==> src/rtl/core/i2c_neighbor_discovery_table_defines.svh <==
// Assertion macros shared by the neighbor discovery table RTL.
`ifndef I2C_NEIGHBOR_DISCOVERY_TABLE_DEFINES_SVH
`define I2C_NEIGHBOR_DISCOVERY_TABLE_DEFINES_SVH

`ifndef ASSERT_OFF
`define ASSERT_IMP(lbl, clk, rst_n, ante, cons, msg) \
    lbl: assert property (@(posedge clk) disable iff (!rst_n) (ante) |-> (cons)) \
        else $error(msg);
`define ASSERT_NXT(lbl, clk, rst_n, ante, cons, msg) \
    lbl: assert property (@(posedge clk) disable iff (!rst_n) (ante) |=> (cons)) \
        else $error(msg);
`else
`define ASSERT_IMP(lbl, clk, rst_n, ante, cons, msg)
`define ASSERT_NXT(lbl, clk, rst_n, ante, cons, msg)
`endif

`endif

==> src/rtl/core/ndt_pkg.sv <==
// Types and constants of the neighbor discovery table.
package ndt_pkg;

    localparam int TABLE_DEPTH = 16;
    localparam int IDX_W       = $clog2(TABLE_DEPTH);
    localparam int CNT_W       = $clog2(TABLE_DEPTH + 1);

    localparam int NODE_W     = 16;
    localparam int BUS_W      = 8;
    localparam int OP_W       = 3;
    localparam int CFG_IDX_W  = 8;
    localparam int CFG_DATA_W = 8;

    localparam logic [OP_W-1:0] OP_INIT      = 3'd0;
    localparam logic [OP_W-1:0] OP_TIMEOUT   = 3'd1;
    localparam logic [OP_W-1:0] OP_SEND_DONE = 3'd2;
    localparam logic [OP_W-1:0] OP_DISC_RX   = 3'd3;
    localparam logic [OP_W-1:0] OP_LOOKUP    = 3'd4;
    localparam logic [OP_W-1:0] OP_REMOVE    = 3'd5;

    localparam logic [1:0] STAT_OK        = 2'd0;
    localparam logic [1:0] STAT_NOT_FOUND = 2'd1;
    localparam logic [1:0] STAT_FULL      = 2'd2;

    localparam logic [1:0] MS_INIT     = 2'd0;
    localparam logic [1:0] MS_IDLE     = 2'd1;
    localparam logic [1:0] MS_DISCOVER = 2'd2;
    localparam logic [1:0] MS_ERROR    = 2'd3;

    localparam logic [1:0] TMR_NONE    = 2'd0;
    localparam logic [1:0] TMR_ONESHOT = 2'd1;
    localparam logic [1:0] TMR_REPEAT  = 2'd2;

    localparam logic KIND_REQUEST = 1'b0;
    localparam logic KIND_REPLY   = 1'b1;

    localparam logic MODE_ACTIVE  = 1'b0;
    localparam logic MODE_PASSIVE = 1'b1;

    localparam logic [CFG_IDX_W-1:0] REG_MODE  = 8'd0;
    localparam logic [CFG_IDX_W-1:0] REG_BCAST = 8'd1;

    localparam logic [1:0] TC_CLEAR  = 2'd0;
    localparam logic [1:0] TC_INSERT = 2'd1;
    localparam logic [1:0] TC_LOOKUP = 2'd2;
    localparam logic [1:0] TC_REMOVE = 2'd3;

    typedef struct packed {
        logic              valid;
        logic [1:0]        kind;
        logic [NODE_W-1:0] node;
        logic [BUS_W-1:0]  bus;
    } t_tbl_cmd;

    typedef struct packed {
        logic done;
        logic found;
        logic hit;
        logic full;
    } t_tbl_res;

    typedef struct packed {
        logic [1:0]       status;
        logic             send_valid;
        logic [BUS_W-1:0] send_dest;
        logic             send_kind;
        logic [1:0]       timer_start;
        logic [1:0]       mgr_state;
    } t_result;

endpackage

==> src/rtl/core/ndt_if.sv <==
// Request, result and configuration channel interfaces.
interface ndt_in_if;
    import ndt_pkg::*;
    logic              valid;
    logic              ready;
    logic [OP_W-1:0]   operation;
    logic [NODE_W-1:0] net_addr;
    logic [BUS_W-1:0]  bus_addr;
    logic              is_request;
    modport source (output valid, operation, net_addr, bus_addr, is_request, input ready);
    modport sink   (input valid, operation, net_addr, bus_addr, is_request, output ready);
endinterface

interface ndt_out_if;
    import ndt_pkg::*;
    logic             valid;
    logic             ready;
    logic [1:0]       status;
    logic             send_valid;
    logic [BUS_W-1:0] send_dest;
    logic             send_kind;
    logic [1:0]       timer_start;
    logic [1:0]       mgr_state;
    modport source (output valid, status, send_valid, send_dest, send_kind, timer_start,
                    mgr_state, input ready);
    modport sink   (input valid, status, send_valid, send_dest, send_kind, timer_start,
                    mgr_state, output ready);
endinterface

interface ndt_cfg_if;
    import ndt_pkg::*;
    logic                  valid;
    logic                  ready;
    logic [CFG_IDX_W-1:0]  index;
    logic [CFG_DATA_W-1:0] data;
    modport source (output valid, index, data, input ready);
    modport sink   (input valid, index, data, output ready);
endinterface

==> src/rtl/core/ndt_table.sv <==
// Neighbor table: entry memory, valid bits and the scan sequencer.
`include "i2c_neighbor_discovery_table_defines.svh"
module ndt_table (
    input  logic             i_clk,
    input  logic             i_rst_n,
    input  ndt_pkg::t_tbl_cmd i_cmd,
    output ndt_pkg::t_tbl_res o_res
);
    import ndt_pkg::*;

    localparam logic [1:0] T_IDLE = 2'd0;
    localparam logic [1:0] T_SCAN = 2'd1;
    localparam logic [1:0] T_FIN  = 2'd2;

    logic [NODE_W+BUS_W-1:0] r_mem [TABLE_DEPTH];
    logic [NODE_W+BUS_W-1:0] r_rd_data;

    logic [1:0]             r_state, n_state;
    logic [1:0]             r_kind, n_kind;
    logic [NODE_W-1:0]      r_node, n_node;
    logic [BUS_W-1:0]       r_bus, n_bus;
    logic [CNT_W-1:0]       r_cnt, n_cnt;
    logic                   r_cmp_act, n_cmp_act;
    logic [IDX_W-1:0]       r_cmp_idx, n_cmp_idx;
    logic [TABLE_DEPTH-1:0] r_vld, n_vld;
    logic                   r_found, n_found;
    logic                   r_hit, n_hit;
    logic                   r_free_ok, n_free_ok;
    logic [IDX_W-1:0]       r_free_idx, n_free_idx;

    logic w_rd_en;
    logic w_mem_we;
    logic w_done;
    logic w_cmp_v;
    logic w_node_eq;
    logic w_bus_eq;

    assign w_cmp_v   = r_vld[r_cmp_idx];
    assign w_node_eq = (r_rd_data[NODE_W+BUS_W-1:BUS_W] == r_node);
    assign w_bus_eq  = (r_rd_data[BUS_W-1:0] == r_bus);

    always_comb begin
        n_state    = r_state;
        n_kind     = r_kind;
        n_node     = r_node;
        n_bus      = r_bus;
        n_cnt      = r_cnt;
        n_cmp_act  = r_cmp_act;
        n_cmp_idx  = r_cmp_idx;
        n_vld      = r_vld;
        n_found    = r_found;
        n_hit      = r_hit;
        n_free_ok  = r_free_ok;
        n_free_idx = r_free_idx;
        w_rd_en    = 1'b0;
        w_mem_we   = 1'b0;
        w_done     = 1'b0;

        if (r_cmp_act) begin
            if (w_cmp_v && w_node_eq) begin
                n_found = 1'b1;
            end
            if (!w_cmp_v && !r_free_ok) begin
                n_free_ok  = 1'b1;
                n_free_idx = r_cmp_idx;
            end
            if (r_kind == TC_REMOVE && w_cmp_v && (w_node_eq || w_bus_eq)) begin
                n_vld[r_cmp_idx] = 1'b0;
                n_hit            = 1'b1;
            end
        end

        case (r_state)
            T_IDLE: begin
                if (i_cmd.valid) begin
                    if (i_cmd.kind == TC_CLEAR) begin
                        n_vld = '0;
                    end else begin
                        n_state    = T_SCAN;
                        n_kind     = i_cmd.kind;
                        n_node     = i_cmd.node;
                        n_bus      = i_cmd.bus;
                        n_cnt      = '0;
                        n_found    = 1'b0;
                        n_hit      = 1'b0;
                        n_free_ok  = 1'b0;
                        n_free_idx = '0;
                    end
                end
            end
            T_SCAN: begin
                if (r_cnt < CNT_W'(TABLE_DEPTH)) begin
                    w_rd_en   = 1'b1;
                    n_cmp_act = 1'b1;
                    n_cmp_idx = r_cnt[IDX_W-1:0];
                    n_cnt     = r_cnt + CNT_W'(1);
                end else begin
                    n_cmp_act = 1'b0;
                    n_state   = T_FIN;
                end
            end
            T_FIN: begin
                w_done = 1'b1;
                if (r_kind == TC_INSERT && !r_found && r_free_ok) begin
                    w_mem_we          = 1'b1;
                    n_vld[r_free_idx] = 1'b1;
                end
                n_state = T_IDLE;
            end
            default: begin
                n_state = T_IDLE;
            end
        endcase
    end

    always_ff @(posedge i_clk) begin
        if (w_mem_we) begin
            r_mem[r_free_idx] <= {r_node, r_bus};
        end
        if (w_rd_en) begin
            r_rd_data <= r_mem[r_cnt[IDX_W-1:0]];
        end
    end

    always_ff @(posedge i_clk) begin
        if (!i_rst_n) begin
            r_state   <= T_IDLE;
            r_kind    <= TC_LOOKUP;
            r_cnt     <= '0;
            r_cmp_act <= 1'b0;
            r_vld     <= '0;
            r_found   <= 1'b0;
            r_hit     <= 1'b0;
            r_free_ok <= 1'b0;
        end else begin
            r_state   <= n_state;
            r_kind    <= n_kind;
            r_cnt     <= n_cnt;
            r_cmp_act <= n_cmp_act;
            r_vld     <= n_vld;
            r_found   <= n_found;
            r_hit     <= n_hit;
            r_free_ok <= n_free_ok;
        end
    end

    always_ff @(posedge i_clk) begin
        r_node     <= n_node;
        r_bus      <= n_bus;
        r_cmp_idx  <= n_cmp_idx;
        r_free_idx <= n_free_idx;
    end

    assign o_res.done  = w_done;
    assign o_res.found = r_found;
    assign o_res.hit   = r_hit;
    assign o_res.full  = !r_found && !r_free_ok;

    `ASSERT_IMP(a_cmd_when_idle, i_clk, i_rst_n, i_cmd.valid, r_state == T_IDLE, "table command while busy")
    `ASSERT_IMP(a_cmp_in_scan, i_clk, i_rst_n, r_cmp_act, r_state == T_SCAN, "compare outside scan")
    `ASSERT_NXT(a_scan_keeps_vld, i_clk, i_rst_n, r_state == T_SCAN && r_kind != TC_REMOVE, r_vld == $past(r_vld), "valid bits changed by non-remove scan")

endmodule

==> src/rtl/core/ndt_ctrl.sv <==
// Discovery controller: request intake, state update and result register.
`include "i2c_neighbor_discovery_table_defines.svh"
module ndt_ctrl (
    input  logic                       i_clk,
    input  logic                       i_rst_n,
    input  logic                       i_mode,
    input  logic [ndt_pkg::BUS_W-1:0]  i_bcast,
    ndt_in_if.sink                     i_in,
    ndt_out_if.source                  o_out,
    output ndt_pkg::t_tbl_cmd          o_cmd,
    input  ndt_pkg::t_tbl_res          i_tres
);
    import ndt_pkg::*;

    localparam logic [1:0] S_IDLE = 2'd0;
    localparam logic [1:0] S_WAIT = 2'd1;
    localparam logic [1:0] S_RES  = 2'd2;

    logic [1:0]       r_state, n_state;
    logic [OP_W-1:0]  r_op;
    logic [BUS_W-1:0] r_bus;
    logic             r_req;
    logic [1:0]       r_mgr, n_mgr;
    t_result          r_res, n_res;
    logic             r_out_vld, n_out_vld;
    t_result          r_out;

    logic w_accept;
    logic w_tbl_op;
    logic w_load;

    assign i_in.ready = (r_state == S_IDLE);
    assign w_accept   = i_in.valid && i_in.ready;
    assign w_tbl_op   = (r_op == OP_DISC_RX) || (r_op == OP_LOOKUP) || (r_op == OP_REMOVE);
    assign w_load     = (r_state == S_RES) && (!r_out_vld || o_out.ready);

    always_comb begin
        o_cmd.valid = 1'b0;
        o_cmd.kind  = TC_LOOKUP;
        o_cmd.node  = i_in.net_addr;
        o_cmd.bus   = i_in.bus_addr;
        case (i_in.operation)
            OP_INIT: begin
                o_cmd.valid = w_accept;
                o_cmd.kind  = TC_CLEAR;
            end
            OP_DISC_RX: begin
                o_cmd.valid = w_accept;
                o_cmd.kind  = TC_INSERT;
            end
            OP_LOOKUP: begin
                o_cmd.valid = w_accept;
                o_cmd.kind  = TC_LOOKUP;
            end
            OP_REMOVE: begin
                o_cmd.valid = w_accept;
                o_cmd.kind  = TC_REMOVE;
            end
            default: begin
                o_cmd.valid = 1'b0;
            end
        endcase
    end

    always_comb begin
        n_res             = '0;
        n_mgr             = r_mgr;
        n_res.status      = STAT_OK;
        n_res.send_kind   = KIND_REQUEST;
        n_res.timer_start = TMR_NONE;
        case (r_op)
            OP_INIT: begin
                n_mgr = MS_INIT;
                if (i_mode == MODE_ACTIVE) begin
                    n_res.timer_start = TMR_ONESHOT;
                end
            end
            OP_TIMEOUT: begin
                if (r_mgr == MS_INIT || r_mgr == MS_IDLE) begin
                    if (r_mgr == MS_INIT) begin
                        n_res.timer_start = TMR_REPEAT;
                    end
                    n_res.send_valid = 1'b1;
                    n_res.send_dest  = i_bcast;
                    n_res.send_kind  = KIND_REQUEST;
                    n_mgr            = MS_DISCOVER;
                end else if (r_mgr == MS_DISCOVER) begin
                    n_mgr = MS_IDLE;
                end
            end
            OP_SEND_DONE: begin
                n_mgr = MS_IDLE;
            end
            OP_DISC_RX: begin
                if (i_tres.full) begin
                    n_res.status = STAT_FULL;
                end
                if (i_mode == MODE_PASSIVE && r_req) begin
                    n_res.send_valid = 1'b1;
                    n_res.send_dest  = r_bus;
                    n_res.send_kind  = KIND_REPLY;
                    n_mgr            = MS_DISCOVER;
                end
            end
            OP_LOOKUP: begin
                n_res.status = i_tres.found ? STAT_OK : STAT_NOT_FOUND;
            end
            OP_REMOVE: begin
                n_res.status = i_tres.hit ? STAT_OK : STAT_NOT_FOUND;
            end
            default: begin
                n_mgr = r_mgr;
            end
        endcase
        n_res.mgr_state = n_mgr;
    end

    always_comb begin
        n_state   = r_state;
        n_out_vld = r_out_vld;
        case (r_state)
            S_IDLE: begin
                if (w_accept) begin
                    n_state = S_WAIT;
                end
            end
            S_WAIT: begin
                if (!w_tbl_op || i_tres.done) begin
                    n_state = S_RES;
                end
            end
            S_RES: begin
                if (w_load) begin
                    n_state = S_IDLE;
                end
            end
            default: begin
                n_state = S_IDLE;
            end
        endcase
        if (w_load) begin
            n_out_vld = 1'b1;
        end else if (o_out.ready) begin
            n_out_vld = 1'b0;
        end
    end

    always_ff @(posedge i_clk) begin
        if (!i_rst_n) begin
            r_state   <= S_IDLE;
            r_mgr     <= MS_INIT;
            r_out_vld <= 1'b0;
        end else begin
            r_state   <= n_state;
            r_out_vld <= n_out_vld;
            if (r_state == S_WAIT && (!w_tbl_op || i_tres.done)) begin
                r_mgr <= n_mgr;
            end
        end
    end

    always_ff @(posedge i_clk) begin
        if (w_accept) begin
            r_op  <= i_in.operation;
            r_bus <= i_in.bus_addr;
            r_req <= i_in.is_request;
        end
        if (r_state == S_WAIT && (!w_tbl_op || i_tres.done)) begin
            r_res <= n_res;
        end
        if (w_load) begin
            r_out <= r_res;
        end
    end

    assign o_out.valid       = r_out_vld;
    assign o_out.status      = r_out.status;
    assign o_out.send_valid  = r_out.send_valid;
    assign o_out.send_dest   = r_out.send_dest;
    assign o_out.send_kind   = r_out.send_kind;
    assign o_out.timer_start = r_out.timer_start;
    assign o_out.mgr_state   = r_out.mgr_state;

    `ASSERT_IMP(a_done_in_wait, i_clk, i_rst_n, i_tres.done, r_state == S_WAIT,
                "table done while not waiting")
    `ASSERT_IMP(a_quiet_send, i_clk, i_rst_n, r_state == S_RES && !r_res.send_valid,
                r_res.send_dest == '0 && r_res.send_kind == KIND_REQUEST,
                "send fields set without send")
    `ASSERT_NXT(a_hold_result, i_clk, i_rst_n, r_state == S_RES && r_out_vld && !o_out.ready,
                r_state == S_RES, "result dropped while output stalled")

endmodule

==> src/rtl/core/i2c_neighbor_discovery_table.sv <==
// Table events (discovery received, lookup, remove) give their result after one pass over
// the entry memory, one read per cycle; other events skip the pass. One event is in work at
// a time: a new event is accepted only once the last result is loaded into the output register.
// The next event is accepted while the previous result waits in the output register.
// Reset is synchronous, active low: valid bits cleared, controller in init, mode and
// broadcast registers zero.
module i2c_neighbor_discovery_table (
    input  logic      i_clk,
    input  logic      i_rst_n,
    ndt_in_if.sink    i_in,
    ndt_out_if.source o_out,
    ndt_cfg_if.sink   i_cfg
);
    import ndt_pkg::*;

    logic             r_mode;
    logic [BUS_W-1:0] r_bcast;
    t_tbl_cmd         w_cmd;
    t_tbl_res         w_tres;

    assign i_cfg.ready = 1'b1;

    always_ff @(posedge i_clk) begin
        if (!i_rst_n) begin
            r_mode  <= MODE_ACTIVE;
            r_bcast <= '0;
        end else if (i_cfg.valid) begin
            if (i_cfg.index == REG_MODE) begin
                r_mode <= i_cfg.data[0];
            end else if (i_cfg.index == REG_BCAST) begin
                r_bcast <= i_cfg.data[BUS_W-1:0];
            end
        end
    end

    ndt_ctrl u_ctrl (
        .i_clk   (i_clk),
        .i_rst_n (i_rst_n),
        .i_mode  (r_mode),
        .i_bcast (r_bcast),
        .i_in    (i_in),
        .o_out   (o_out),
        .o_cmd   (w_cmd),
        .i_tres  (w_tres)
    );

    ndt_table u_table (
        .i_clk   (i_clk),
        .i_rst_n (i_rst_n),
        .i_cmd   (w_cmd),
        .o_res   (w_tres)
    );

endmodule

==> src/flat_wrapper.sv <==
// flat-port wrapper written by rule: the top's interface ports become plain ports
module i2c_neighbor_discovery_table_flat import ndt_pkg::*;
  (i_clk, i_rst_n, i_in_valid, i_in_operation, i_in_net_addr, i_in_bus_addr, i_in_is_request, i_in_ready, o_out_valid, o_out_status, o_out_send_valid, o_out_send_dest, o_out_send_kind, o_out_timer_start, o_out_mgr_state, o_out_ready, i_cfg_valid, i_cfg_index, i_cfg_data, i_cfg_ready);
  ndt_in_if i_in_i ();
  ndt_out_if o_out_i ();
  ndt_cfg_if i_cfg_i ();
  input  logic i_clk;
  input  logic i_rst_n;
  input wire logic [$bits(i_in_i.valid)-1:0] i_in_valid;
  input wire logic [$bits(i_in_i.operation)-1:0] i_in_operation;
  input wire logic [$bits(i_in_i.net_addr)-1:0] i_in_net_addr;
  input wire logic [$bits(i_in_i.bus_addr)-1:0] i_in_bus_addr;
  input wire logic [$bits(i_in_i.is_request)-1:0] i_in_is_request;
  output wire logic [$bits(i_in_i.ready)-1:0] i_in_ready;
  output wire logic [$bits(o_out_i.valid)-1:0] o_out_valid;
  output wire logic [$bits(o_out_i.status)-1:0] o_out_status;
  output wire logic [$bits(o_out_i.send_valid)-1:0] o_out_send_valid;
  output wire logic [$bits(o_out_i.send_dest)-1:0] o_out_send_dest;
  output wire logic [$bits(o_out_i.send_kind)-1:0] o_out_send_kind;
  output wire logic [$bits(o_out_i.timer_start)-1:0] o_out_timer_start;
  output wire logic [$bits(o_out_i.mgr_state)-1:0] o_out_mgr_state;
  input wire logic [$bits(o_out_i.ready)-1:0] o_out_ready;
  input wire logic [$bits(i_cfg_i.valid)-1:0] i_cfg_valid;
  input wire logic [$bits(i_cfg_i.index)-1:0] i_cfg_index;
  input wire logic [$bits(i_cfg_i.data)-1:0] i_cfg_data;
  output wire logic [$bits(i_cfg_i.ready)-1:0] i_cfg_ready;
  assign i_in_i.valid = i_in_valid;
  assign i_in_i.operation = i_in_operation;
  assign i_in_i.net_addr = i_in_net_addr;
  assign i_in_i.bus_addr = i_in_bus_addr;
  assign i_in_i.is_request = i_in_is_request;
  assign i_in_ready = i_in_i.ready;
  assign o_out_valid = o_out_i.valid;
  assign o_out_status = o_out_i.status;
  assign o_out_send_valid = o_out_i.send_valid;
  assign o_out_send_dest = o_out_i.send_dest;
  assign o_out_send_kind = o_out_i.send_kind;
  assign o_out_timer_start = o_out_i.timer_start;
  assign o_out_mgr_state = o_out_i.mgr_state;
  assign o_out_i.ready = o_out_ready;
  assign i_cfg_i.valid = i_cfg_valid;
  assign i_cfg_i.index = i_cfg_index;
  assign i_cfg_i.data = i_cfg_data;
  assign i_cfg_ready = i_cfg_i.ready;
  i2c_neighbor_discovery_table u_core (.i_clk(i_clk), .i_rst_n(i_rst_n), .i_in(i_in_i), .o_out(o_out_i), .i_cfg(i_cfg_i));
endmodule
==> config.mk <==
export PLATFORM = sky130hd
export DESIGN_NAME = i2c_neighbor_discovery_table_flat
export DESIGN_NICKNAME = d
export VERILOG_FILES = /design/src/rtl/core/ndt_pkg.sv /design/src/rtl/core/ndt_if.sv /design/src/rtl/core/ndt_table.sv /design/src/rtl/core/ndt_ctrl.sv /design/src/rtl/core/i2c_neighbor_discovery_table.sv /design/src/flat_wrapper.sv
export VERILOG_INCLUDE_DIRS = /design/src /design/src/rtl/core
export SDC_FILE = /design/constraint.sdc
export NUM_CORES = 1
export LEC_CHECK = 0
export ABC_AREA = 1
export BUFFER_PORTS_ARGS = -buffer_cell sky130_fd_sc_hd__buf_4
export CORE_ASPECT_RATIO = 1.4
export CORE_MARGIN = 2
export CORE_UTILIZATION = 45
export CTS_BUF_LIST = sky130_fd_sc_hd__clkbuf_8
export DETAILED_ROUTE_END_ITERATION = 16
export GPL_ROUTABILITY_DRIVEN = 0
export MAX_ROUTING_LAYER = met4
export PLACE_DENSITY = 0.65
export SETUP_SLACK_MARGIN = 0.1
export SLEW_MARGIN = 10
export SYNTH_ARGS = -nofsm -noshare
export SYNTH_HDL_FRONTEND = slang
export SYNTH_HIERARCHICAL = 1
export SYNTH_SLANG_ARGS = --single-unit
export TNS_END_PERCENT = 100
==> constraint.sdc <==
create_clock -name i_clk -period 4.3 [get_ports i_clk]
set_input_delay 1.29 -clock i_clk [delete_from_list [all_inputs] [get_ports i_clk]]
set_output_delay 1.29 -clock i_clk [all_outputs]
set_load 0.02 [all_outputs]
==> results of run 1 <==
metal layers:
| layer | up-vias | track usage |
|---|---|---|
| met4 | 0 | 0.0855 |
| met3 | 105 | 0.0370 |
| li1 | 6075 | - |
| met5 | - | - |
| met1 | 6478 | 0.247 |
| met2 | 522 | 0.364 |
kinds of logic after synthesis:
family | count (synthesis) | share of synthesized area
fa+ha+maj | 1 | 0.000590
simple gates | 601 | 0.118
mux | 37 | 0.0175
flops | 527 | 0.724
other cells | 1 | 0.000177
buf+inv | 211 | 0.0475
xor+xnor | 18 | 0.00743
compound gates | 265 | 0.0849
synthesized netlist by cell type:
cell type | instances | area (µm²)
nand4_1 | 2 | 12.5
nand2_1 | 195 | 732
nand2_2 | 13 | 81.3
inv_2 | 5 | 18.8
nor4_1 | 2 | 12.5
clkbuf_1 | 48 | 180
a32o_1 | 8 | 80.1
o21ai_1 | 4 | 20.0
nor3_1 | 5 | 25.0
nor2_1 | 303 | 1140
conb_1 | 1 | 3.75
a21oi_2 | 10 | 87.6
a21o_1 | 1 | 7.51
buf_4 | 32 | 240
mux2i_1 | 37 | 370
clkinv_1 | 1 | 3.75
edfxtp_1 | 480 | 14400
o21ai_0 | 101 | 505
buf_2 | 19 | 95.1
dfxtp_1 | 47 | 941
inv_1 | 95 | 357
nor2_2 | 3 | 18.8
clkbuf_8 | 1 | 13.8
buf_6 | 4 | 45.0
o21a_1 | 1 | 7.51
ha_1 | 1 | 12.5
nor2_8 | 2 | 40.0
o22ai_1 | 1 | 6.26
o221ai_1 | 37 | 324
o32ai_1 | 59 | 517
o21ai_2 | 1 | 8.76
a21oi_1 | 31 | 155
buf_12 | 2 | 40.0
xor2_1 | 18 | 158
buf_1 | 4 | 15.0
nand3_2 | 13 | 130
nor2_4 | 1 | 11.3
o211ai_1 | 11 | 82.6
nand3_1 | 62 | 310
state kept, by name, summed over array words and instances, names as in the netlist, 3 cells and up:
name / count
u_core/r_bcast: 8
u_core/u_ctrl/o_out.send_dest: 8
u_core/u_ctrl/r_bus: 8
u_core/u_ctrl/r_op: 3
u_core/u_ctrl/r_res: 16
u_core/u_table/r_bus: 8
u_core/u_table/r_cmp_idx: 4
u_core/u_table/r_cnt: 5
u_core/u_table/r_free_idx: 4
u_core/u_table/r_mem: 384
u_core/u_table/r_node: 16
u_core/u_table/r_rd_data: 24
u_core/u_table/r_vld: 16
worst paths after layout:
kind / slack, ps / to / cells past startpoint
worst max-delay path: 1560 / u_core/u_table/r_vld[5]$_SDFF_PN0_ / 11
worst min-delay path: 410 / u_core/u_ctrl/o_out.send_dest[6]$_DFFE_PP_ / 0
worst max register to register: 1560 / u_core/u_table/r_vld[5]$_SDFF_PN0_ / 11
worst min register to register: 410 / u_core/u_ctrl/o_out.send_dest[6]$_DFFE_PP_ / 0
final cells by class:
type	instances	area [µm²]
antenna	3	7.51
tap	624	781
fill	4091	23200
clock buffer	83	1140
multi-input combinational	923	4930
sequential	527	15400
timing repair buffer	94	731
inverter	101	382
clock inverter	48	249
power by group through the flow:
stage	logic [W]	clock network [W]	registers, W
floorplan	0.000330	0	0.00581
global placement	0.000456	0	0.00584
detailed placement	0.000468	0	0.00584
CTS	0.000470	0.00377	0.00573
global route	0.000516	0.00397	0.00574
finish	0.000465	0.00369	0.00573
cells in the final DEF (no fill, tap or decap), types with 44 or more instances in the layout:
master	netlist	layout
buf_4	32	92
clkbuf_8	1	83
dfxtp_1	47	44
edfxtp_1	480	480
inv_1	95	112
nand2_1	195	195
nand3_1	62	62
nor2_1	303	292
o21ai_0	101	101
o32ai_1	59	59
metrics by stage:
stage | hold WS [ps] | cell area (µm²) | instances | setup slack, ps | utilization
finish | 414 | 23600 | 2403 | 1560 | 0.504
global route | 422 | 23600 | 2403 | 1330 | 0.504
CTS | 414 | 23600 | 2400 | 1570 | 0.504
detailed placement | 406 | 22200 | 2269 | 1220 | 0.474
floorplan | 400 | 21200 | 1661 | 634 | -
global placement | 404 | 22200 | 2269 | 1260 | 0.474
==> impl_metrics.py, run 1 <==
metrics = {
    "drt": {
        "finalWirelength_mm": 49.8,
        "topRoutingLayerUsed": "met4",
        "met2WireLength_mm": 25.4,
        "drt-initial-drc-count": 1234,
        "wl_met1_mm": 19.3,
        "wl_met3_mm": 3.51,
        "via_count": 13180,
        "drcViolationCount": 0,
        "drt-pass1-iter-count": 5,
        "wl_per_cell_um": 20.7,
        "ant_nets": 0,
        "via_per_inst": 5.48,
    },
    "clocking": {
        "cts-buffers-inserted": 75,
        "hold_buffers": 0,
        "clk_pin_slew_ps": 70,
        "htree_levels": 3,
        "cts_tree": "done",
        "ctsResizeCount": 0,
        "clk_latency_ps": 630,
        "ctsRootBufferMaster": "clkbuf_8",
        "cts_setup_buffers": 0,
        "clock_path_buffers": 3,
        "cts_sinks": 527,
    },
    "critical_path": {
        "path_cells": "nand2_1, inv_1, nor2_1, nor2_1, nand2_1, nor2_1, nand2_1, nand2_1, nand3_1, nand2_1, a21oi_1",
        "critPathKind": "flop to flop",
        "start_kind": "flop",
        "crit_top_cell": "nand2_1",
        "crit_path_top_delay_cell": "edfxtp_1",
        "critPathArrivalTime_ps": 3200,
        "endpoint_kind": "flop",
        "r2r-start": "u_core/u_table/r_node[9]$_DFFE_PP_",
        "crit_family": "simple AND/OR/NAND/NOR gates",
        "critPathBufInv": 1,
        "critPathRequiredTime_ps": 4760,
        "max_stage_delay_ps": 690,
        "crit_fanout": 18,
        "crit_start": "u_core/u_table/r_node[9]$_DFFE_PP_",
    },
    "pwr": {
        "report.power.total_w": 0.00988,
        "power.internal_w": 0.00769,
        "p_comb_frac": 0.047,
        "seqPwrFrac": 0.580,
        "clockPowerShare": 0.373,
        "p_leak_nw": 8.10,
        "peakVddDrop_mv": 0.272,
        "power.density_nw_per_um2": 419,
        "swShare": 0.222,
        "p_sw_w": 0.00220,
    },
    "global_routing": {
        "overflow": 0,
        "grt_max_degree": 195,
        "antenna_found_initial": 3,
        "grt_usage": 0.211,
        "first_global_vias": 13093,
        "grt_pass1_wl_mm": 75.3,
    },
    "sta": {
        "period_share": 0.637,
        "setup_viol": 0,
        "rsz0062_at_grt": "no",
        "maxSlewViolCount": 0,
        "relSlewSlack": 0.250,
        "fin_crit_ps": 2740,
        "worst_clock_skew_ps": 27.5,
        "fmax_mhz": 365,
        "tns_ps": 0,
        "worst_slew_pin_slew_ps": 1120,
        "hold_viol_final": 0,
    },
    "synth": {
        "synth_area_um2": 21200,
        "synthCells": 1661,
        "avgSynthCellArea_um2": 12.8,
        "yosysSeqAreaShare": 0.724,
        "synth.distinct_cells": 39,
        "ys_ff_latch": 527,
        "ys_warn_count": 6,
        "synth_nets": 1711,
    },
    "floorplan": {
        "coreArea_um2": 46800,
        "rows": 94,
        "fp.dieArea_um2": 48900,
        "die_h_um": 261,
        "io_pins": 68,
        "initial_utilization": 0.453,
        "fp.dieW_um": 188,
    },
    "final_layout": {
        "drive_above_1_share": 0.141,
        "nNetsFinal": 1772,
        "syn_to_final_growth_pct": 11.2,
    },
    "place": {
        "numPortBuffers": 66,
        "place_hpwl_mm": 27.0,
    },
    "status": {
        "status": "finished clean",
    },
    "job": {
        "cap_viol_max_count": 0,
    },
    "min_path": {
        "hold_path.class": "flop to flop",
        "holdCritStartpoint": "u_core/u_ctrl/r_res[11]$_DFFE_PP_",
    },
}
Power figures use the tool's default switching activity.
==> run 2: changes to the inputs <==
==> constraint.sdc (replaced) <==
create_clock -name i_clk -period 2.8 [get_ports i_clk]
set_input_delay 0.84 -clock i_clk [delete_from_list [all_inputs] [get_ports i_clk]]
set_output_delay 0.84 -clock i_clk [all_outputs]
set_load 0.02 [all_outputs]
==> run 2 against run 1 <==
Cell area increased by 0.94%; combinational power increased by 68%; clock power increased by 47%; critical path depth increased by 1; maximum frequency increased by 23%; global-route usage decreased by 0.073 points; clock skew increased by 1.9 ps.
==> impl_metrics.py, run 2 (synthesized netlist as in run 1, its figures left out) <==
metrics = {
    "pwr": {
        "peakVddDrop_mv": 0.376,
        "p_comb_frac": 0.052,
        "power.density_nw_per_um2": 629,
        "clockPowerShare": 0.362,
        "seqPwrFrac": 0.586,
        "swShare": 0.225,
        "power.internal_w": 0.0116,
        "report.power.total_w": 0.0150,
        "p_leak_nw": 8.24,
        "p_sw_w": 0.00337,
    },
    "sta": {
        "rsz0062_at_grt": "no",
        "timing.hold.ws_ps": 403,
        "worst_slew_pin_slew_ps": 961,
        "hold_viol_final": 0,
        "relSlewSlack": 0.359,
        "maxSlewViolCount": 0,
        "fin_crit_ps": 2220,
        "tns_ps": 0,
        "fmax_mhz": 450,
        "setup_viol": 0,
        "period_share": 0.793,
        "worst_clock_skew_ps": 29.5,
    },
    "clocking": {
        "htree_levels": 3,
        "cts_setup_buffers": 0,
        "clk_pin_slew_ps": 70,
        "hold_buffers": 0,
        "ctsRootBufferMaster": "clkbuf_8",
        "cts_tree": "done",
        "clk_latency_ps": 620,
        "cts_sinks": 527,
        "cts-buffers-inserted": 73,
        "ctsResizeCount": 0,
        "clock_path_buffers": 3,
    },
    "final_layout": {
        "top_register": "u_core/u_table/r_mem",
        "syn_to_final_growth_pct": 12.2,
        "mostFrequentLayoutCells": "480 x edfxtp_1, 292 x nor2_1, 195 x nand2_1",
        "num-fill-cells": 4075,
        "multi_input_area_um2": 4940,
        "final_common_cell": "edfxtp_1",
        "largest_reg_flops": 384,
        "reg.largest.list": "u_core/u_table/r_mem: 384 flops, u_core/u_table/r_rd_data: 24 flops",
        "final-instance-count-excl-fill": 2431,
        "seq_area_um2": 15400,
        "nNetsFinal": 1797,
        "drive_above_1_share": 0.151,
        "postLayoutCoreUtil": 0.509,
    },
    "critical_path": {
        "crit_top_cell": "nand2_1",
        "max_stage_delay_ps": 670,
        "path_cells": "inv_1, nand2_1, nand2_1, nor2_1, nand2_1, nor2_1, nand2_1, nand2_1, buf_12, nand3_1, nand2_1, a21oi_1",
        "critPathBufInv": 2,
        "critPathKind": "flop to flop",
        "crit_fanout": 18,
        "crit_family": "simple AND/OR/NAND/NOR gates",
        "critPathRequiredTime_ps": 3280,
        "start_kind": "flop",
        "critPathArrivalTime_ps": 2700,
        "endpoint_kind": "flop",
        "crit_path_top_delay_cell": "edfxtp_1",
    },
    "place": {
        "numPortBuffers": 66,
        "placedCellCount": 2296,
        "place_hpwl_mm": 28.4,
    },
    "drt": {
        "wl_per_cell_um": 20.5,
        "drt-pass1-iter-count": 5,
        "drt-initial-drc-count": 1197,
        "finalWirelength_mm": 49.9,
        "via_per_inst": 5.48,
        "drcViolationCount": 0,
        "ant_nets": 0,
        "via_count": 13315,
    },
    "job": {
        "cap_viol_max_count": 0,
    },
    "global_routing": {
        "grt_pass1_wl_mm": 75.8,
        "antenna_found_initial": 3,
        "grt_usage": 0.211,
        "grt_max_degree": 78,
        "overflow": 0,
        "first_global_vias": 13265,
    },
    "floorplan": {
        "die_h_um": 261,
        "initial_utilization": 0.453,
        "rows": 94,
        "io_pins": 68,
        "coreArea_um2": 46800,
        "fp.dieArea_um2": 48900,
        "fp.dieW_um": 188,
    },
    "min_path": {
        "hold_path.class": "input port to flop",
    },
    "status": {
        "status": "finished clean",
    },
}
[run 2: worst paths after layout]
path                                                         start                                 endpoint  slack, ps  cells past startpoint
worst min-delay path                              i_in_net_addr[3]       u_core/u_table/r_node[3]$_DFFE_PP_        400                      1
worst min register to register   u_core/u_ctrl/r_res[14]$_DFFE_PP_  u_core/u_ctrl/o_out.status[0]$_DFFE_PP_        410                      0
worst max-delay path            u_core/u_table/r_node[4]$_DFFE_PP_       u_core/u_table/r_vld[5]$_SDFF_PN0_        580                     12
worst max register to register  u_core/u_table/r_node[4]$_DFFE_PP_       u_core/u_table/r_vld[5]$_SDFF_PN0_        580                     12
[run 2: stage by stage]
step	worst slack, ps	instance area (µm²)
2_1_floorplan	292	21200
3_3_place_gp	401	22500
3_5_place_dp	356	22500
4_1_cts	640	23800
5_1_grt	467	23800
6_report	578	23800
[run 2: cell type report]
| type | count | area share |
|---|---|---|
| sequential | 527 | 0.645 |
| multi-input combinational | 923 | 0.207 |
| clock buffer | 82 | 0.0474 |
| timing repair buffer | 121 | 0.0423 |
| tap | 624 | 0.0328 |
| inverter | 101 | 0.0160 |
| clock inverter | 48 | 0.00830 |
| antenna | 5 | 0.000525 |
[run 2: power by group through the flow]
stage               combinational, W  sequential [W]  clock [W]
CTS                         0.000785         0.00878    0.00554
global placement            0.000766         0.00894          0
global route                0.000863         0.00879    0.00586
finish                      0.000782         0.00878    0.00542
detailed placement          0.000783         0.00895          0
floorplan                   0.000508         0.00893          0
[run 2: per-layer routing]
layer | part of all wire | vias up | global-route usage
met5 | 0 | - | -
li1 | - | 6125 | -
met2 | 0.52 | 469 | 0.363
met4 | 0.032 | 0 | 0.0923
met3 | 0.063 | 109 | 0.0371
met1 | 0.39 | 6612 | 0.243
==> run 3: changes to the inputs <==
--- a/config.mk
+++ b/config.mk
@@ -6,7 +6,7 @@
 export SDC_FILE = /design/constraint.sdc
 export NUM_CORES = 1
 export LEC_CHECK = 0
-export ABC_AREA = 1
+export ABC_AREA = 0
 export BUFFER_PORTS_ARGS = -buffer_cell sky130_fd_sc_hd__buf_4
 export CORE_ASPECT_RATIO = 1.4
 export CORE_MARGIN = 2
@@ -15,7 +15,7 @@
 export DETAILED_ROUTE_END_ITERATION = 16
 export GPL_ROUTABILITY_DRIVEN = 0
 export MAX_ROUTING_LAYER = met4
-export PLACE_DENSITY = 0.65
+export PLACE_DENSITY = 0.67
 export SETUP_SLACK_MARGIN = 0.1
 export SLEW_MARGIN = 10
 export SYNTH_ARGS = -nofsm -noshare
==> constraint.sdc (replaced) <==
create_clock -name i_clk -period 1.8 [get_ports i_clk]
set_input_delay 0.54 -clock i_clk [delete_from_list [all_inputs] [get_ports i_clk]]
set_output_delay 0.54 -clock i_clk [all_outputs]
set_load 0.02 [all_outputs]
==> run 3 against run 2 <==
Via count decreased by 14%; the flow now finishes with violations (negative setup slack); register-to-register slack got worse by 880 ps; count of clock-buffer cells in the layout increased by 4; non-clock buffer count increased by 169; sequential share of layout area decreased by 6.1 points; clock power increased by 67%; critical endpoint is now u_core/u_table/r_hit$_SDFF_PN0_; clock skew decreased by 2.0 ps; flip-flop and latch count unchanged; highest routed layer unchanged; critical path type unchanged.
==> impl_metrics.py, run 3 <==
metrics = {
    "sta": {
        "period_share": 1.17,
        "finalWorstSetupSlack_ps": -299,
        "setup_viol": 392,
        "fmax_mhz": 476,
        "hold_viol_final": 0,
        "fin_crit_ps": 2100,
        "rsz0062_at_grt": "yes",
        "tns_ps": -43740,
        "maxSlewViolCount": 0,
        "worst_clock_skew_ps": 27.4,
    },
    "clocking": {
        "ctsRootBufferMaster": "clkbuf_8",
        "cts_sinks": 527,
        "htree_levels": 3,
        "clock_path_buffers": 3,
        "cts-buffers-inserted": 79,
        "clk_latency_ps": 640,
        "cts_tree": "done",
        "clk_pin_slew_ps": 70,
    },
    "global_routing": {
        "use_met2": 0.379,
        "overflow": 0,
        "grt_pass1_wl_mm": 73.0,
        "grt_max_degree": 27,
        "grt.busiest_layer": "met2",
        "met3_usage": 0.0406,
        "antenna_found_initial": 0,
        "grt_usage": 0.223,
        "first_global_vias": 11318,
        "met1_usage": 0.263,
    },
    "synth": {
        "synth-simple-area-share": 0.0465,
        "yosysSeqAreaShare": 0.752,
        "yosys-top-cells-area": "edfxtp_1 71%, mux4_2 13%, dfxtp_1 4.6%",
        "synth_commonest_cells": "480 x edfxtp_1, 122 x mux4_2, 47 x dfxtp_1",
        "avgSynthCellArea_um2": 19.9,
        "synth.distinct_cells": 56,
        "synth_flop_cell": "edfxtp_1",
        "ys_ff_latch": 527,
        "synth_top_family_by_area": "multiplexers",
        "ys_warn_count": 6,
        "synth_most_common_cell": "edfxtp_1",
        "synth_compound_area_frac": 0.0214,
        "synthCells": 1026,
        "muxShareOfSynthArea": 0.144,
        "synth_area_um2": 20400,
        "synth_top_area_frac": 0.706,
        "synthXorXnorAreaFrac": 0.0124,
        "synth_nets": 1076,
        "synth_edf_count": 480,
        "synth_adder_area_share": 0.000612,
        "async_flop_share": 0,
        "synth_top_cell_by_area": "edfxtp_1",
    },
    "drt": {
        "finalWirelength_mm": 55.0,
        "via_count": 11497,
        "wl_per_cell_um": 28.2,
        "ant_nets": 0,
        "drt-initial-drc-count": 1401,
        "drt-pass1-iter-count": 8,
        "via_per_inst": 5.90,
        "drcViolationCount": 0,
    },
    "place": {
        "place_ws_ps": -376,
        "place_area_um2": 22700,
        "placedCellCount": 1697,
        "place_hpwl_mm": 25.5,
        "numPortBuffers": 66,
    },
    "final_layout": {
        "largest_reg_flops": 384,
        "design_area_um2": 26300,
        "final_common_cell": "edfxtp_1",
        "reg.largest.list": "u_core/u_table/r_mem: 384 flops, u_core/u_table/r_rd_data: 24 flops",
        "drive_above_1_share": 0.424,
        "final-instance-count-excl-fill": 1947,
        "num-fill-cells": 3181,
        "mostFrequentLayoutCells": "480 x edfxtp_1, 148 x buf_4, 122 x mux4_2",
        "top_register": "u_core/u_table/r_mem",
        "nNetsFinal": 1375,
        "syn_to_final_growth_pct": 28.8,
        "antennaDiodeCount": 0,
    },
    "floorplan": {
        "die_h_um": 256,
        "initial_utilization": 0.455,
        "coreArea_um2": 44900,
        "fp.dieW_um": 184,
        "fp.dieArea_um2": 47100,
        "io_pins": 68,
        "rows": 92,
    },
    "critical_path": {
        "critPathArrivalTime_ps": 2670,
        "crit_fanout": 8,
        "critPathKind": "flop to flop",
        "critPathRequiredTime_ps": 2380,
        "crit_path_top_delay_cell": "edfxtp_1",
        "max_stage_delay_ps": 460,
        "path_cells": "xnor2_1, nand4_1, nor4_2, buf_4, o211a_4, buf_16, a32o_1",
        "start_kind": "flop",
        "endpoint_kind": "flop",
    },
    "status": {
        "violations": "negative setup slack",
        "status": "finished, violations left",
    },
    "job": {
        "cap_viol_max_count": 0,
    },
    "pwr": {
        "peakVddDrop_mv": 0.460,
        "power.density_nw_per_um2": 926,
        "p_leak_nw": 8.70,
    },
    "min_path": {
        "hold_path.class": "input port to flop",
    },
}
-- run 3: cell count changes in the layout (fill, tap and decap cells not counted), sizes merged, moves of 23 or more --
cell	previous run	this run
nor2	309	46
nand2	208	46
buf	121	278
mux4	0	124
o21ai	106	4
inv	126	33
nand3	75	9
o32ai	59	0
o221ai	37	0
xnor2	0	26
mux2i	37	14
-- run 3: cell type report --
type	instances	area, µm²	share of cell area
tap	564	706	0.0268
multi-input combinational	419	4950	0.188
sequential	527	15400	0.584
timing repair inverter	2	25.0	0.000951
clock buffer	86	1180	0.0450
inverter	6	52.6	0.00200
timing repair buffer	290	3790	0.144
clock inverter	53	248	0.00941
-- run 3: per-layer routing --
metal	vias to the layer above	routed length, µm	part of all wire
met5	-	0	0
met4	0	2810	0.051
met3	161	3970	0.072
met2	652	28700	0.52
met1	5938	19500	0.35
li1	4746	-	-
-- run 3: final timing paths --
path                                                         start                                          to  slack (ps)  cells past startpoint
worst max-delay path            u_core/u_table/r_node[0]$_DFFE_PP_             u_core/u_table/r_hit$_SDFF_PN0_        -300                      7
worst min-delay path                             i_in_net_addr[15]         u_core/u_table/r_node[15]$_DFFE_PP_          70                      1
worst max register to register  u_core/u_table/r_node[0]$_DFFE_PP_             u_core/u_table/r_hit$_SDFF_PN0_        -300                      7
worst min register to register    u_core/u_ctrl/r_res[9]$_DFFE_PP_  u_core/u_ctrl/o_out.send_dest[4]$_DFFE_PP_         420                      0
-- run 3: metrics by stage --
stage / hold slack, ps / util / power [W]
2_1_floorplan: 400 / - / 0.0148
3_3_place_gp: 401 / 0.506 / 0.0153
3_5_place_dp: 405 / 0.506 / 0.0153
4_1_cts: 43.2 / 0.568 / 0.0243
5_1_grt: 49.4 / 0.586 / 0.0251
6_report: 70.3 / 0.586 / 0.0244
-- run 3: cells by family (layout without fill, tap and decap cells) --
| family | after synthesis | after routing |
|---|---|---|
| xor+xnor | 29 | 29 |
| other cells | 1 | 1 |
| simple gates | 183 | 183 |
| mux | 138 | 138 |
| buf+inv | 80 | 437 |
| compound gates | 67 | 67 |
| flops | 527 | 527 |
| fa+ha+maj | 1 | 1 |
-- run 3: repair_timing --
action                                  4_1_cts  5_1_grt
resized for setup                            88       52
hold buffers                                  0        0
endpoints found under the setup margin      259      476
cloned                                       25       19
pin swaps                                    15       21
setup buffers                                42       29
-- run 3: power by group --
part	internal (W)	switching, W	total (W)	leakage [nW]
combinational	0.000848	0.000833	0.00168	3.16
sequential	0.0135	0.000153	0.0137	4.72
clock	0.00453	0.00451	0.00904	0.824
total	0.0189	0.00549	0.0244	8.70
-- run 3: worst max-delay path, delay by kind of cell (launching register included) --
| family | cells | cell delay (ps) |
|---|---|---|
| AOI/OAI and AO/OA | 2 | 380 |
| and+or+nand+nor | 2 | 490 |
| DFF | 1 | 460 |
| xor gates and xnor gates | 1 | 350 |
| buffers and inverters | 2 | 380 |
